**src/hw/rtl/ppu_sar_pkg.sv**
```systemverilog
`timescale 1ns / 1ps
// ----------------------------------------------------------------------------
// PPU scroll address register package
// Event codes, address field masks, fetch address bases and the shared
// state and result types of the scroll address register block.
// ----------------------------------------------------------------------------
package ppu_sar_pkg;

   // Event codes carried on the request channel.
   typedef enum logic [3:0] {
      FUNC_CTRL_WR   = 4'd0,
      FUNC_SCROLL_WR = 4'd1,
      FUNC_ADDR_WR   = 4'd2,
      FUNC_DATA_ACC  = 4'd3,
      FUNC_STATUS_RD = 4'd4,
      FUNC_INC_X     = 4'd5,
      FUNC_INC_Y     = 4'd6,
      FUNC_COPY_X    = 4'd7,
      FUNC_COPY_Y    = 4'd8
   } func_type;

   // Address layout: coarse X, coarse Y, nametable select, fine Y.
   localparam logic [15:0] CX_MASK   = 16'h001F;
   localparam logic [15:0] CY_MASK   = 16'h03E0;
   localparam logic [15:0] NT_MASK   = 16'h0C00;
   localparam logic [15:0] NT_X_BIT  = 16'h0400;
   localparam logic [15:0] NT_Y_BIT  = 16'h0800;
   localparam logic [15:0] FY_MASK   = 16'h7000;
   localparam logic [15:0] HI_MASK   = 16'hFF00;
   localparam logic [15:0] LO_MASK   = 16'h00FF;
   localparam logic [15:0] COPY_X_MASK = CX_MASK | NT_X_BIT;
   localparam logic [15:0] COPY_Y_MASK = CY_MASK | FY_MASK | NT_Y_BIT;

   // Coarse Y row at which the vertical increment wraps the nametable.
   localparam logic [4:0] CY_LAST_ROW = 5'd29;
   localparam logic [4:0] CY_MAX      = 5'd31;
   localparam logic [15:0] INC_ONE     = 16'd1;
   localparam logic [15:0] INC_ROW     = 16'd32;

   // Fetch address bases.
   localparam logic [13:0] TILE_BASE = 14'h2000;
   localparam logic [13:0] ATTR_BASE = 14'h23C0;

   // Architectural state of the block.
   typedef struct packed {
      logic [15:0] current_address;
      logic [15:0] temporary_address;
      logic [2:0]  fine_x;
      logic        write_toggle;
      logic        increment_by_32;
   } state_type;

   // One result transaction.
   typedef struct packed {
      logic [15:0] vram_address;
      logic [2:0]  fine_x_scroll;
      logic [13:0] tile_fetch_address;
      logic [13:0] attribute_fetch_address;
      logic        second_write;
   } result_type;

endpackage

```
**src/hw/rtl/ppu_sar_if.sv**
```systemverilog
`timescale 1ns / 1ps
// ----------------------------------------------------------------------------
// PPU scroll address register channels
// Valid/ready channel interfaces for event requests and result responses.
// ----------------------------------------------------------------------------
interface ppu_sar_req_if;
   logic       valid;
   logic       ready;
   logic [3:0] func;
   logic [7:0] data_byte;

   modport source (output valid, output func, output data_byte, input ready);
   modport sink   (input valid, input func, input data_byte, output ready);
endinterface

interface ppu_sar_rsp_if;
   logic        valid;
   logic        ready;
   logic [15:0] vram_address;
   logic [2:0]  fine_x_scroll;
   logic [13:0] tile_fetch_address;
   logic [13:0] attribute_fetch_address;
   logic        second_write;

   modport source (output valid, output vram_address, output fine_x_scroll,
                   output tile_fetch_address, output attribute_fetch_address,
                   output second_write, input ready);
   modport sink   (input valid, input vram_address, input fine_x_scroll,
                   input tile_fetch_address, input attribute_fetch_address,
                   input second_write, output ready);
endinterface

```
**src/hw/rtl/ppu_scroll_address_register.sv**
```systemverilog
// Flow: a request transaction is held in the input register, then its response
// is loaded into the result register once that register is free.
// Throughput: one transaction per cycle while responses are drained; the
// combinational update between the input and result registers sets that figure.
// Reset: synchronous; addresses, fine X, toggle and increment mode clear to zero.
`timescale 1ns / 1ps
// ----------------------------------------------------------------------------
// PPU scroll address register
// Keeps the current and temporary video addresses, fine X scroll, the write toggle
// and the increment mode, and reports address, fine X and toggle after each event.
// ----------------------------------------------------------------------------
module ppu_scroll_address_register (
   input logic            clock,
   input logic            reset,
   ppu_sar_req_if.sink    req_chan,
   ppu_sar_rsp_if.source  rsp_chan
);
   import ppu_sar_pkg::*;

   logic        in_valid_ff;
   logic        in_valid_in;
   logic [3:0]  in_func_ff;
   logic [7:0]  in_data_ff;
   state_type   state_ff;
   state_type   state_in;
   state_type   state_upd;
   result_type  result_upd;
   logic        rsp_valid_ff;
   logic        rsp_valid_in;
   result_type  rsp_result_ff;
   logic        rsp_free;
   logic        advance;
   logic        req_take;

   // Handshake: the event in the input register moves on when the result
   // register is empty or being drained this cycle.
   assign rsp_free = !rsp_valid_ff || rsp_chan.ready;
   assign advance  = in_valid_ff && rsp_free;
   assign req_chan.ready = !in_valid_ff || advance;
   assign req_take = req_chan.valid && req_chan.ready;

   ppu_sar_update u_update (
      .state      (state_ff),
      .func       (in_func_ff),
      .data_byte  (in_data_ff),
      .state_next (state_upd),
      .result     (result_upd)
   );

   // Next values of the control registers.
   always_comb begin
      in_valid_in  = req_take ? 1'b1 : (advance ? 1'b0 : in_valid_ff);
      rsp_valid_in = advance ? 1'b1 : (rsp_chan.ready ? 1'b0 : rsp_valid_ff);
      state_in     = advance ? state_upd : state_ff;
   end

   // Control and state registers.
   always_ff @(posedge clock) begin
      if (reset) begin
         in_valid_ff  <= 1'b0;
         rsp_valid_ff <= 1'b0;
         state_ff     <= '0;
      end else begin
         in_valid_ff  <= in_valid_in;
         rsp_valid_ff <= rsp_valid_in;
         state_ff     <= state_in;
      end
   end

   // Payload registers.
   always_ff @(posedge clock) begin
      if (req_take) begin
         in_func_ff <= req_chan.func;
         in_data_ff <= req_chan.data_byte;
      end
      if (advance) begin
         rsp_result_ff <= result_upd;
      end
   end

   assign rsp_chan.valid                   = rsp_valid_ff;
   assign rsp_chan.vram_address            = rsp_result_ff.vram_address;
   assign rsp_chan.fine_x_scroll           = rsp_result_ff.fine_x_scroll;
   assign rsp_chan.tile_fetch_address      = rsp_result_ff.tile_fetch_address;
   assign rsp_chan.attribute_fetch_address = rsp_result_ff.attribute_fetch_address;
   assign rsp_chan.second_write            = rsp_result_ff.second_write;

   // The state changes only when an event is applied.
   a_state_hold: assert property (@(posedge clock) disable iff (reset)
      !advance |=> $stable(state_ff))
      else $error("State changed without an applied event.");

   // A second address write makes the current address equal the temporary one.
   a_addr_copy: assert property (@(posedge clock) disable iff (reset)
      advance && in_func_ff == FUNC_ADDR_WR && state_ff.write_toggle
      |=> state_ff.current_address == state_ff.temporary_address)
      else $error("Second address write did not load the current address.");

   // A status read clears the write toggle.
   a_status_clear: assert property (@(posedge clock) disable iff (reset)
      advance && in_func_ff == FUNC_STATUS_RD |=> !state_ff.write_toggle)
      else $error("Status read left the write toggle set.");

   // A freshly loaded result reports the state it left behind.
   a_result_match: assert property (@(posedge clock) disable iff (reset)
      advance |=> rsp_result_ff.vram_address == state_ff.current_address
      && rsp_result_ff.second_write == state_ff.write_toggle)
      else $error("Result does not match the updated state.");

endmodule

```
**src/hw/rtl/ppu_sar_update.sv**
```systemverilog
`timescale 1ns / 1ps
// ----------------------------------------------------------------------------
// PPU scroll address register update logic
// Applies one event to the register state and forms the result fields
// from the updated state.
// ----------------------------------------------------------------------------
module ppu_sar_update (
   input  ppu_sar_pkg::state_type  state,
   input  logic [3:0]              func,
   input  logic [7:0]              data_byte,
   output ppu_sar_pkg::state_type  state_next,
   output ppu_sar_pkg::result_type result
);
   import ppu_sar_pkg::*;

   logic [15:0] cur;
   logic [15:0] tmp;
   logic [15:0] d16;
   logic [15:0] tmp_addr_lo;
   logic [4:0]  cx_inc;
   logic [15:0] cur_inc_x;
   logic [2:0]  fy;
   logic [4:0]  cy;
   logic [4:0]  cy_next;
   logic        nt_y_flip;
   logic [15:0] cur_inc_y;
   logic [15:0] v;

   assign cur = state.current_address;
   assign tmp = state.temporary_address;
   assign d16 = {8'h00, data_byte};
   assign tmp_addr_lo = (tmp & HI_MASK) | d16;

   // Coarse X increment with horizontal nametable wrap.
   assign cx_inc = cur[4:0] + 5'd1;
   always_comb begin
      cur_inc_x = {cur[15:5], cx_inc};
      if (cur[4:0] == CY_MAX) begin
         cur_inc_x = cur_inc_x ^ NT_X_BIT;
      end
   end

   // Vertical increment: fine Y carries into coarse Y, which wraps at row 30 and past row 31.
   assign fy = cur[14:12];
   assign cy = cur[9:5];
   always_comb begin
      cy_next   = cy + 5'd1;
      nt_y_flip = 1'b0;
      if (cy == CY_LAST_ROW) begin
         cy_next   = 5'd0;
         nt_y_flip = 1'b1;
      end else if (cy == CY_MAX) begin
         cy_next = 5'd0;
      end
      if (fy != 3'd7) begin
         cur_inc_y = {cur[15], fy + 3'd1, cur[11:0]};
      end else begin
         cur_inc_y = {cur[15], 3'd0, cur[11] ^ nt_y_flip, cur[10], cy_next, cur[4:0]};
      end
   end

   // Event decode.
   always_comb begin
      state_next = state;
      case (func)
         FUNC_CTRL_WR: begin
            state_next.temporary_address = (tmp & ~NT_MASK) | {4'h0, data_byte[1:0], 10'h000};
            state_next.increment_by_32   = data_byte[2];
         end
         FUNC_SCROLL_WR: begin
            if (!state.write_toggle) begin
               state_next.temporary_address = (tmp & ~CX_MASK) | {11'h000, data_byte[7:3]};
               state_next.fine_x            = data_byte[2:0];
            end else begin
               state_next.temporary_address = (tmp & ~(CY_MASK | FY_MASK))
                  | {1'b0, data_byte[2:0], 2'b00, data_byte[7:3], 5'h00};
            end
            state_next.write_toggle = ~state.write_toggle;
         end
         FUNC_ADDR_WR: begin
            if (!state.write_toggle) begin
               state_next.temporary_address = (tmp & LO_MASK)
                  | {2'b00, data_byte[5:0], 8'h00};
            end else begin
               state_next.temporary_address = tmp_addr_lo;
               state_next.current_address   = tmp_addr_lo;
            end
            state_next.write_toggle = ~state.write_toggle;
         end
         FUNC_DATA_ACC: begin
            state_next.current_address = cur + (state.increment_by_32 ? INC_ROW : INC_ONE);
         end
         FUNC_STATUS_RD: begin
            state_next.write_toggle = 1'b0;
         end
         FUNC_INC_X: begin
            state_next.current_address = cur_inc_x;
         end
         FUNC_INC_Y: begin
            state_next.current_address = cur_inc_y;
         end
         FUNC_COPY_X: begin
            state_next.current_address = (cur & ~COPY_X_MASK) | (tmp & COPY_X_MASK);
         end
         FUNC_COPY_Y: begin
            state_next.current_address = (cur & ~COPY_Y_MASK) | (tmp & COPY_Y_MASK);
         end
         default: begin
            state_next = state;
         end
      endcase
   end

   // Result fields are taken from the state after the event.
   assign v = state_next.current_address;
   assign result.vram_address            = v;
   assign result.fine_x_scroll           = state_next.fine_x;
   assign result.tile_fetch_address      = TILE_BASE | {2'b00, v[11:0]};
   assign result.attribute_fetch_address = ATTR_BASE | {2'b00, v[11:10], 4'h0, v[9:7], v[4:2]};
   assign result.second_write            = state_next.write_toggle;

endmodule

```
**src/flat_wrapper.sv**
```systemverilog
// flat-port wrapper written by rule: the top's interface ports become plain ports
module ppu_scroll_address_register_flat import ppu_sar_pkg::*;
  (clock, reset, req_chan_valid, req_chan_func, req_chan_data_byte, req_chan_ready, rsp_chan_valid, rsp_chan_vram_address, rsp_chan_fine_x_scroll, rsp_chan_tile_fetch_address, rsp_chan_attribute_fetch_address, rsp_chan_second_write, rsp_chan_ready);
  ppu_sar_req_if req_chan_i ();
  ppu_sar_rsp_if rsp_chan_i ();
  input logic clock;
  input logic reset;
  input wire logic [$bits(req_chan_i.valid)-1:0] req_chan_valid;
  input wire logic [$bits(req_chan_i.func)-1:0] req_chan_func;
  input wire logic [$bits(req_chan_i.data_byte)-1:0] req_chan_data_byte;
  output wire logic [$bits(req_chan_i.ready)-1:0] req_chan_ready;
  output wire logic [$bits(rsp_chan_i.valid)-1:0] rsp_chan_valid;
  output wire logic [$bits(rsp_chan_i.vram_address)-1:0] rsp_chan_vram_address;
  output wire logic [$bits(rsp_chan_i.fine_x_scroll)-1:0] rsp_chan_fine_x_scroll;
  output wire logic [$bits(rsp_chan_i.tile_fetch_address)-1:0] rsp_chan_tile_fetch_address;
  output wire logic [$bits(rsp_chan_i.attribute_fetch_address)-1:0] rsp_chan_attribute_fetch_address;
  output wire logic [$bits(rsp_chan_i.second_write)-1:0] rsp_chan_second_write;
  input wire logic [$bits(rsp_chan_i.ready)-1:0] rsp_chan_ready;
  assign req_chan_i.valid = req_chan_valid;
  assign req_chan_i.func = req_chan_func;
  assign req_chan_i.data_byte = req_chan_data_byte;
  assign req_chan_ready = req_chan_i.ready;
  assign rsp_chan_valid = rsp_chan_i.valid;
  assign rsp_chan_vram_address = rsp_chan_i.vram_address;
  assign rsp_chan_fine_x_scroll = rsp_chan_i.fine_x_scroll;
  assign rsp_chan_tile_fetch_address = rsp_chan_i.tile_fetch_address;
  assign rsp_chan_attribute_fetch_address = rsp_chan_i.attribute_fetch_address;
  assign rsp_chan_second_write = rsp_chan_i.second_write;
  assign rsp_chan_i.ready = rsp_chan_ready;
  ppu_scroll_address_register u_core (.clock(clock), .reset(reset), .req_chan(req_chan_i), .rsp_chan(rsp_chan_i));
endmodule
```
**config.mk**
```make
export PLATFORM = sky130hd
export DESIGN_NAME = ppu_scroll_address_register_flat
export DESIGN_NICKNAME = d
export VERILOG_FILES = /design/src/hw/rtl/ppu_sar_pkg.sv /design/src/hw/rtl/ppu_sar_if.sv /design/src/hw/rtl/ppu_scroll_address_register.sv /design/src/hw/rtl/ppu_sar_update.sv /design/src/flat_wrapper.sv
export SDC_FILE = /design/constraint.sdc
export NUM_CORES = 1
export LEC_CHECK = 0
export ABC_AREA = 1
export CAP_MARGIN = 30
export CELL_PAD_IN_SITES_DETAIL_PLACEMENT = 0
export CELL_PAD_IN_SITES_GLOBAL_PLACEMENT = 1
export CORE_MARGIN = 2
export CORE_UTILIZATION = 40
export CTS_BUF_LIST = sky130_fd_sc_hd__clkbuf_8
export DETAILED_ROUTE_END_ITERATION = 7
export DONT_BUFFER_PORTS = 1
export PLACE_DENSITY_LB_ADDON = 0.3
export SLEW_MARGIN = 20
export SYNTH_ARGS = -nofsm -noshare
export SYNTH_HDL_FRONTEND = slang
export SYNTH_HIERARCHICAL = 1
export SYNTH_SLANG_ARGS = --single-unit
export TNS_END_PERCENT = 20
```
**constraint.sdc**
```tcl
create_clock -name clock -period 4.3 [get_ports clock]
set_clock_uncertainty 0.2 [all_clocks]
set_input_delay 0 -clock clock [delete_from_list [all_inputs] [get_ports clock]]
set_output_delay 0 -clock clock [all_outputs]
set_load 0.03 [all_outputs]
```
==> metrics.txt, run 1 <==
# TYPE chip_impl_metric gauge
chip_impl_info{name="grt_setup_unrepaired",value="false"} 1
chip_impl_metric{name="nNetsFinal",unit=""} 760
chip_impl_info{name="start_kind",value="register"} 1
chip_impl_metric{name="max_stage_delay",unit="ns"} 0.52
chip_impl_info{name="run_status",value="finished, final reports clean"} 1
chip_impl_metric{name="route.final.wire_length",unit="µm"} 15300
chip_impl_metric{name="firstDrtPassIters",unit=""} 5
chip_impl_info{name="min_path_type",value="input pin to register"} 1
chip_impl_metric{name="met3_length",unit="µm"} 748
chip_impl_metric{name="cts_htree_levels",unit=""} 3
chip_impl_metric{name="clockBufferDepth",unit=""} 2
chip_impl_metric{name="report.final.slew_viol_count",unit=""} 0
chip_impl_metric{name="cts_buffers",unit=""} 9
chip_impl_metric{name="io_pins",unit=""} 66
chip_impl_metric{name="worst-slew-pin-transition",unit="ns"} 0.750
chip_impl_metric{name="postLayoutCellArea",unit="µm²"} 6000
chip_impl_info{name="clockRootBuffer",value="clkbuf_8"} 1
chip_impl_metric{name="worstHoldPathCells",unit=""} 1
chip_impl_metric{name="util_after_layout",unit="%"} 41.5
chip_impl_metric{name="post-cts-setup-buffer-count",unit=""} 0
chip_impl_metric{name="largest_net_degree_at_the_start_of_global_routing",unit=""} 77
chip_impl_metric{name="layout-area-overhead-vs-synth",unit="%"} 1.37
chip_impl_metric{name="final_period_minus_worst_setup_slack",unit="ns"} 2.47
chip_impl_metric{name="max-slew-margin-rel",unit="%"} 50.0
chip_impl_metric{name="yosys_warnings",unit=""} 6
chip_impl_info{name="cp_top_family",value="simple AND/OR/NAND/NOR gates"} 1
chip_impl_metric{name="floorplan.die_area",unit="µm²"} 15800
chip_impl_info{name="crit_path_kind",value="register to register"} 1
chip_impl_metric{name="leakagePower",unit="nW"} 2.46
chip_impl_metric{name="syn_avg_cell_area",unit="µm²"} 7.61
chip_impl_info{name="path_cells",value="nor2_4 -> nand2_2 -> nor2_1 -> nand2_1 -> o211ai_1 -> o21ai_0 -> nand2_1 -> inv_1 -> nand3_1 -> nand2_1 -> nor2_1"} 1
chip_impl_metric{name="cts-resized-gates",unit=""} 0
chip_impl_metric{name="number_of_global_route_vias_before_repair",unit=""} 4366
chip_impl_metric{name="viasPerCell",unit=""} 5.12
chip_impl_metric{name="grt-ovfl-total",unit=""} 0
chip_impl_metric{name="cts_hold_repair.buffers",unit=""} 15
chip_impl_metric{name="yosys_cell_types",unit=""} 38
chip_impl_metric{name="core",unit="µm²"} 14500
chip_impl_metric{name="rows",unit=""} 44
chip_impl_metric{name="groute.usage.overall",unit="%"} 19.5
chip_impl_metric{name="critical_path_cell_count",unit=""} 11
chip_impl_metric{name="layout_cell_share_with_drive_strength_beyond_1",unit="%"} 6.09
chip_impl_metric{name="detailed_placement_wirelength_estimate",unit="µm"} 11100
chip_impl_metric{name="async_flop_share",unit="%"} 0
chip_impl_info{name="layout_common_cells",value="171 x nand2_1, 92 x inv_1, 91 x nor2_1, 84 x nand3_1, 60 x edfxtp_1"} 1
chip_impl_info{name="cpMaxStageDelayCell",value="edfxtp_1"} 1
chip_impl_metric{name="power.ir.vdd_worst",unit="V"} 0.000191
chip_impl_metric{name="clk-insertion-delay-late",unit="ns"} 0.38
chip_impl_info{name="critPathMostFrequentCell",value="nand2_1"} 1
chip_impl_metric{name="synth_enable_flop_cells",unit=""} 60
chip_impl_metric{name="dr_vias",unit=""} 4729
chip_impl_metric{name="placement.cell_area",unit="µm²"} 5660
chip_impl_metric{name="start_util",unit="%"} 40.9
chip_impl_metric{name="antenna_found_initial",unit=""} 0
chip_impl_info{name="synth_flop_cell",value="edfxtp_1"} 1
chip_impl_metric{name="critPathRequiredTime",unit="ns"} 4.42
chip_impl_metric{name="critPathMaxFanout",unit=""} 13
chip_impl_metric{name="detailedRoute.firstIterationViolations",unit=""} 332
chip_impl_metric{name="setup_tns_final",unit="ns"} 0
chip_impl_metric{name="met2_length",unit="µm"} 7040
chip_impl_metric{name="die_h",unit="µm"} 126
chip_impl_metric{name="port_buffers",unit=""} 0
chip_impl_metric{name="synth-seq-area-share",unit="%"} 43.6
chip_impl_metric{name="critical_path_arrival",unit="ns"} 2.59
chip_impl_info{name="timing.critical_path.to_type",value="register"} 1
chip_impl_metric{name="post_synth_inst_count",unit=""} 778
chip_impl_metric{name="ant_cells",unit=""} 0
chip_impl_metric{name="cts.clk_slew.worst_paths",unit="ns"} 0.09
chip_impl_metric{name="ant_nets",unit=""} 0
chip_impl_metric{name="drc",unit=""} 0
chip_impl_metric{name="timing.final.setup_violations",unit=""} 0
chip_impl_metric{name="max_clock_freq",unit="MHz"} 405
chip_impl_metric{name="mappedNetlistArea",unit="µm²"} 5920
chip_impl_metric{name="maxCapViolations",unit=""} 0
chip_impl_info{name="route.top_layer_used",value="met4"} 1
chip_impl_metric{name="yosys_register_bits",unit=""} 99
chip_impl_metric{name="cp.buffers_inverters",unit=""} 1
chip_impl_metric{name="finalHoldViolCount",unit=""} 0
chip_impl_metric{name="wire_length_of_the_first_global_routing_pass",unit="µm"} 24100
chip_impl_metric{name="met1Wirelength",unit="µm"} 7190
chip_impl_metric{name="period_share",unit="%"} 57.5
chip_impl_metric{name="power_density",unit="nW/µm²"} 341
chip_impl_metric{name="wire_per_inst",unit="µm"} 16.6
chip_impl_info{name="commonest_non_fill_non_tap_cell_in_the_layout",value="nand2_1"} 1
chip_impl_metric{name="place.gp.congestion",unit=""} 0.936
chip_impl_info{name="cts_tree",value="yes"} 1
chip_impl_metric{name="fp.dieW",unit="µm"} 126
chip_impl_metric{name="clock_sinks",unit=""} 99
chip_impl_metric{name="worstRegToRegCells",unit=""} 11
-- synth_stat cells (4+ instances only) --
| cell type | instances | area share (%) |
|---|---|---|
| nand2_1 | 172 | 11 |
| inv_1 | 91 | 5.8 |
| nor2_1 | 91 | 5.8 |
| nand3_1 | 84 | 7.1 |
| edfxtp_1 | 60 | 30 |
| buf_4 | 56 | 7.1 |
| a21oi_1 | 54 | 4.6 |
| dfxtp_1 | 39 | 13 |
| o21ai_0 | 28 | 2.4 |
| buf_2 | 11 | 0.93 |
| ha_1 | 10 | 2.1 |
| inv_2 | 6 | 0.38 |
| or2_2 | 6 | 0.63 |
| a22oi_1 | 5 | 0.63 |
| buf_6 | 5 | 0.95 |
| clkbuf_1 | 5 | 0.32 |
| nor3_1 | 5 | 0.42 |
| o211ai_1 | 5 | 0.63 |
| o221ai_1 | 5 | 0.74 |
| nand3b_1 | 4 | 0.51 |
| nor2_4 | 4 | 0.76 |
-- logic make-up after synthesis --
family,share of synthesized area [%]
AO/OA/AOI/OAI,10.7
XOR/XNOR,0.444
adder cells (fa/ha/maj),2.11
buffers and inverters,15.6
flip-flops,43.6
multiplexers,0.169
other,0.127
AND/OR/NAND/NOR,27.2
-- state kept, by name, indices dropped and copies added, names as in the netlist --
register / count
u_core/rsp_chan.tile_fetch_address: 14
u_core/rsp_chan.fine_x_scroll: 3
u_core/rsp_chan.second_write: 1
u_core/in_data_ff: 8
u_core/state_ff: 37
u_core/rsp_chan.valid: 1
u_core/rsp_chan.vram_address: 16
u_core/in_func_ff: 4
u_core/rsp_chan.attribute_fetch_address: 14
u_core/in_valid_ff: 1
-- metrics by stage --
stage	cells	total power [mW]	worst slack [ns]	hold slack, ns
floorplan	784	1.43	0.587	-0.131
global placement	892	1.45	1.89	-0.132
detailed placement	892	1.46	1.84	-0.127
CTS	923	2.07	1.82	0.0121
global route	923	2.17	1.65	0.0150
finish	923	2.05	1.83	0.0343
-- final cells by class --
class                           instances  area [µm²]
Fill cell                            1498        8480
Sequential cell                        99        2580
Multi-Input combinational cell        508        2450
Inverter                               97         364
Tap cell                              184         230
Timing Repair Buffer                   19         180
Clock buffer                           10         138
Clock inverter                          6        57.6
-- report_power, final --
group | internal (mW) | switching [mW]
Combinational | 0.0912 | 0.179
Sequential | 1.07 | 0.100
Clock | 0.281 | 0.321
-- per-layer routing --
layer | vias to the layer above | GRT usage (%)
met1 | 2187 | 27.3
met5 | - | 0
li1 | 2393 | -
met2 | 129 | 30.9
met4 | 0 | 6.14
met3 | 20 | 3.44
-- worst register-to-register path, cell delays in order, from the launching register on --
cell and delay [ns]:
edfxtp_1 0.52, nor2_4 0.25, nand2_2 0.23, nor2_1 0.38, nand2_1 0.17, o211ai_1 0.11, o21ai_0 0.15, nand2_1 0.14
inv_1 0.05, nand3_1 0.07, nand2_1 0.06, nor2_1 0.10
-- path summary, 6_finish.rpt --
path / startpoint / end / slack [ns]
max: u_core/in_func_ff[3] / u_core/state_ff[25] / 1.83
min: req_chan_data_byte[1] / u_core/in_data_ff[1] / 0.03
min reg2reg: u_core/state_ff[7] / u_core/state_ff[7] / 0.29
max reg2reg: u_core/in_func_ff[3] / u_core/state_ff[25] / 1.83
Note: power is estimated with default switching activity, not from simulation.
==> inputs of run 2 (changes only) <==
- clock period: 4.3 -> 2.2 ns (I/O delays scaled with it)
==> run 2 against run 1 <==
  * Critical path depth fell by 1
  * Cell area rose by 10%
  * Core utilization rose by 4.2 points
  * Sequential share of layout area fell by 3.9 points
  * Die area did not move
  * Count of clock-buffer cells in the layout fell by 1
  * Register-to-register slack got worse by 1.8 ns
  * Global-route usage rose by 0.97 points
  * Sequential cell count did not move
  * Non-clock buffer count rose by 58
  * Highest routed layer unchanged
  * Combinational power rose by 140%
==> metrics.txt, run 2 (same netlist as run 1, synthesis figures left out) <==
# TYPE chip_impl_metric gauge
chip_impl_metric{name="power.ir.vdd_worst",unit="V"} 0.000261
chip_impl_metric{name="port_buffers",unit=""} 0
chip_impl_metric{name="core",unit="µm²"} 14500
chip_impl_metric{name="firstDrtPassIters",unit=""} 5
chip_impl_info{name="crit_path_kind",value="register to register"} 1
chip_impl_metric{name="worstRegToRegCells",unit=""} 10
chip_impl_metric{name="power_density",unit="nW/µm²"} 637
chip_impl_info{name="min_to",value="u_core/in_data_ff[7]"} 1
chip_impl_metric{name="report.final.slew_viol_count",unit=""} 0
chip_impl_metric{name="die_h",unit="µm"} 126
chip_impl_metric{name="maxCapViolations",unit=""} 0
chip_impl_info{name="r2r-start",value="u_core/in_func_ff[3]"} 1
chip_impl_metric{name="leakagePower",unit="nW"} 2.77
chip_impl_metric{name="clockBufferDepth",unit=""} 2
chip_impl_metric{name="grt-ovfl-total",unit=""} 0
chip_impl_info{name="min_path_type",value="input pin to register"} 1
chip_impl_metric{name="wire_per_inst",unit="µm"} 16.2
chip_impl_metric{name="fp.dieW",unit="µm"} 126
chip_impl_metric{name="drc",unit=""} 0
chip_impl_metric{name="io_pins",unit=""} 66
chip_impl_metric{name="period_share",unit="%"} 99.3
chip_impl_metric{name="ant_cells",unit=""} 0
chip_impl_metric{name="number_of_global_route_vias_before_repair",unit=""} 4674
chip_impl_metric{name="wire_length_of_the_first_global_routing_pass",unit="µm"} 25400
chip_impl_metric{name="setup_tns_final",unit="ns"} 0
chip_impl_metric{name="met3_length",unit="µm"} 732
chip_impl_metric{name="seq_area",unit="µm²"} 2590
chip_impl_metric{name="cts.clk_slew.worst_paths",unit="ns"} 0.10
chip_impl_metric{name="max_clock_freq",unit="MHz"} 458
chip_impl_metric{name="final_period_minus_worst_setup_slack",unit="ns"} 2.19
chip_impl_metric{name="met2_length",unit="µm"} 7490
chip_impl_info{name="start_kind",value="register"} 1
chip_impl_metric{name="largest_reg_flops",unit=""} 37
chip_impl_metric{name="viasPerCell",unit=""} 5.08
chip_impl_metric{name="cts_buffers",unit=""} 9
chip_impl_metric{name="n_fill_cell",unit=""} 1481
chip_impl_info{name="grt_setup_unrepaired",value="true"} 1
chip_impl_metric{name="met1Wirelength",unit="µm"} 7430
chip_impl_metric{name="r2r_setup_slack",unit="ns"} 0.01
chip_impl_metric{name="rows",unit=""} 44
chip_impl_metric{name="detailed_placement_wirelength_estimate",unit="µm"} 11700
chip_impl_metric{name="max-slew-margin-rel",unit="%"} 50.6
chip_impl_metric{name="ant_nets",unit=""} 0
chip_impl_metric{name="multi_input_comb_area",unit="µm²"} 2540
chip_impl_info{name="biggest_register",value="u_core/state_ff"} 1
chip_impl_info{name="rr_endpoint",value="u_core/rsp_chan.attribute_fetch_address[10]"} 1
chip_impl_metric{name="timing.final.setup_violations",unit=""} 0
chip_impl_metric{name="detailedRoute.firstIterationViolations",unit=""} 371
chip_impl_metric{name="clock_sinks",unit=""} 99
chip_impl_metric{name="place.gp.congestion",unit=""} 0.910
chip_impl_info{name="commonest_non_fill_non_tap_cell_in_the_layout",value="nand2_1"} 1
chip_impl_info{name="route.top_layer_used",value="met4"} 1
chip_impl_metric{name="worst-slew-pin-transition",unit="ns"} 0.741
chip_impl_metric{name="critPathRequiredTime",unit="ns"} 2.14
chip_impl_metric{name="floorplan.die_area",unit="µm²"} 15800
chip_impl_metric{name="total_power",unit="mW"} 4.21
chip_impl_metric{name="clk-insertion-delay-late",unit="ns"} 0.39
chip_impl_metric{name="layout-area-overhead-vs-synth",unit="%"} 11.7
chip_impl_metric{name="antenna_found_initial",unit=""} 0
chip_impl_metric{name="layout_cell_share_with_drive_strength_beyond_1",unit="%"} 15.9
chip_impl_info{name="run_status",value="finished, final reports clean"} 1
chip_impl_metric{name="groute.usage.overall",unit="%"} 20.5
chip_impl_metric{name="route.final.wire_length",unit="µm"} 15900
chip_impl_metric{name="dr_vias",unit=""} 4986
chip_impl_metric{name="finalHoldViolCount",unit=""} 0
chip_impl_metric{name="cts_htree_levels",unit=""} 3
chip_impl_info{name="cts_tree",value="yes"} 1
chip_impl_metric{name="critical_path_arrival",unit="ns"} 2.12
chip_impl_metric{name="critPathMaxFanout",unit=""} 6
chip_impl_info{name="timing.critical_path.to_type",value="register"} 1
chip_impl_metric{name="start_util",unit="%"} 40.9
chip_impl_metric{name="largest_net_degree_at_the_start_of_global_routing",unit=""} 76
chip_impl_info{name="clockRootBuffer",value="clkbuf_8"} 1
chip_impl_metric{name="worstHoldPathCells",unit=""} 1
chip_impl_metric{name="nNetsFinal",unit=""} 818
chip_impl_info{name="layout_common_cells",value="166 x nand2_1, 89 x inv_1, 87 x nor2_1, 81 x nand3_1, 60 x edfxtp_1"} 1
chip_impl_info{name="timing.hold.worst.start",value="req_chan_data_byte[7]"} 1
[run 2: cell count changes in the layout (fill, tap and decap cells not counted), sizes merged]
cell         before  now
buf               4   61
clkinvlp          0    3
inv              98   96
bufinv            1    2
clkbuf           10    9
clkinv            4    3
dlygate4sd3      15   16
[run 2: layout make-up]
type                    instances  area share [%]
multi-input cells             508            38.5
well taps                     184            3.48
clock inverters                 7            1.40
flip-flops and latches         99            39.2
inverters                      97            5.62
clock buffers                   9            1.87
repair buffers                 77            10.0
[run 2: report_power, final]
group	switching [mW]	internal [mW]	leakage, nW	total, mW
combinational	0.392	0.251	1.77	0.643
sequential	0.182	2.10	0.905	2.28
clock	0.655	0.636	0.101	1.29
[run 2: stage by stage]
step / setup slack [ns] / hold slack (ns) / instances / cell area (µm²) / util (%)
4_1_cts: 0.00628 / 0.00736 / 973 / 6450 / 44.5
3_5_place_dp: -0.0615 / -0.132 / 939 / 6050 / 41.8
3_3_place_gp: -0.0431 / -0.134 / 939 / 6050 / 41.8
5_1_grt: -0.112 / 0.0212 / 981 / 6620 / 45.7
2_1_floorplan: 0.0671 / -0.131 / 784 / 5960 / -
6_report: 0.0148 / 0.0318 / 981 / 6620 / 45.7
[run 2: timing repair]
item / CTS / global route
buffers inserted: 2 / 8
hold buffers: 16 / 0
endpoints found under the setup margin: 15 / 48
hold endpoints to repair: 82 / 0
pin swaps: 1 / 7
gates resized for setup: 4 / 41
[run 2: worst max-delay path, cell delays in order, from the launching register on]
cell and delay (ns):
edfxtp_1 0.49, buf_4 0.19, nor2_4 0.16, nand2_2 0.14, nand2_1 0.11, inv_1 0.07, nor2_1 0.10, nand2_1 0.10
nand2_1 0.06, nand3_1 0.14, buf_4 0.18
[run 2: worst max-delay path by stage]
stage / startpoint / cells past startpoint / end
global route: u_core/in_func_ff[2] / 12 / u_core/state_ff[28]
detailed placement: u_core/in_func_ff[3] / 7 / u_core/rsp_chan.attribute_fetch_address[5]
floorplan: u_core/in_valid_ff / 4 / u_core/rsp_chan.attribute_fetch_address[0]
global placement: u_core/in_func_ff[2] / 9 / u_core/rsp_chan.tile_fetch_address[10]
finish: u_core/in_func_ff[3] / 10 / u_core/rsp_chan.attribute_fetch_address[10]
CTS: u_core/in_func_ff[3] / 12 / u_core/state_ff[29]
[run 2: routing by layer]
layer / vias to the layer above / track usage (%)
met3: 19 / 2.63
met2: 143 / 33.6
met1: 2308 / 28.4
met4: 0 / 6.41
li1: 2516 / -
met5: - / 0
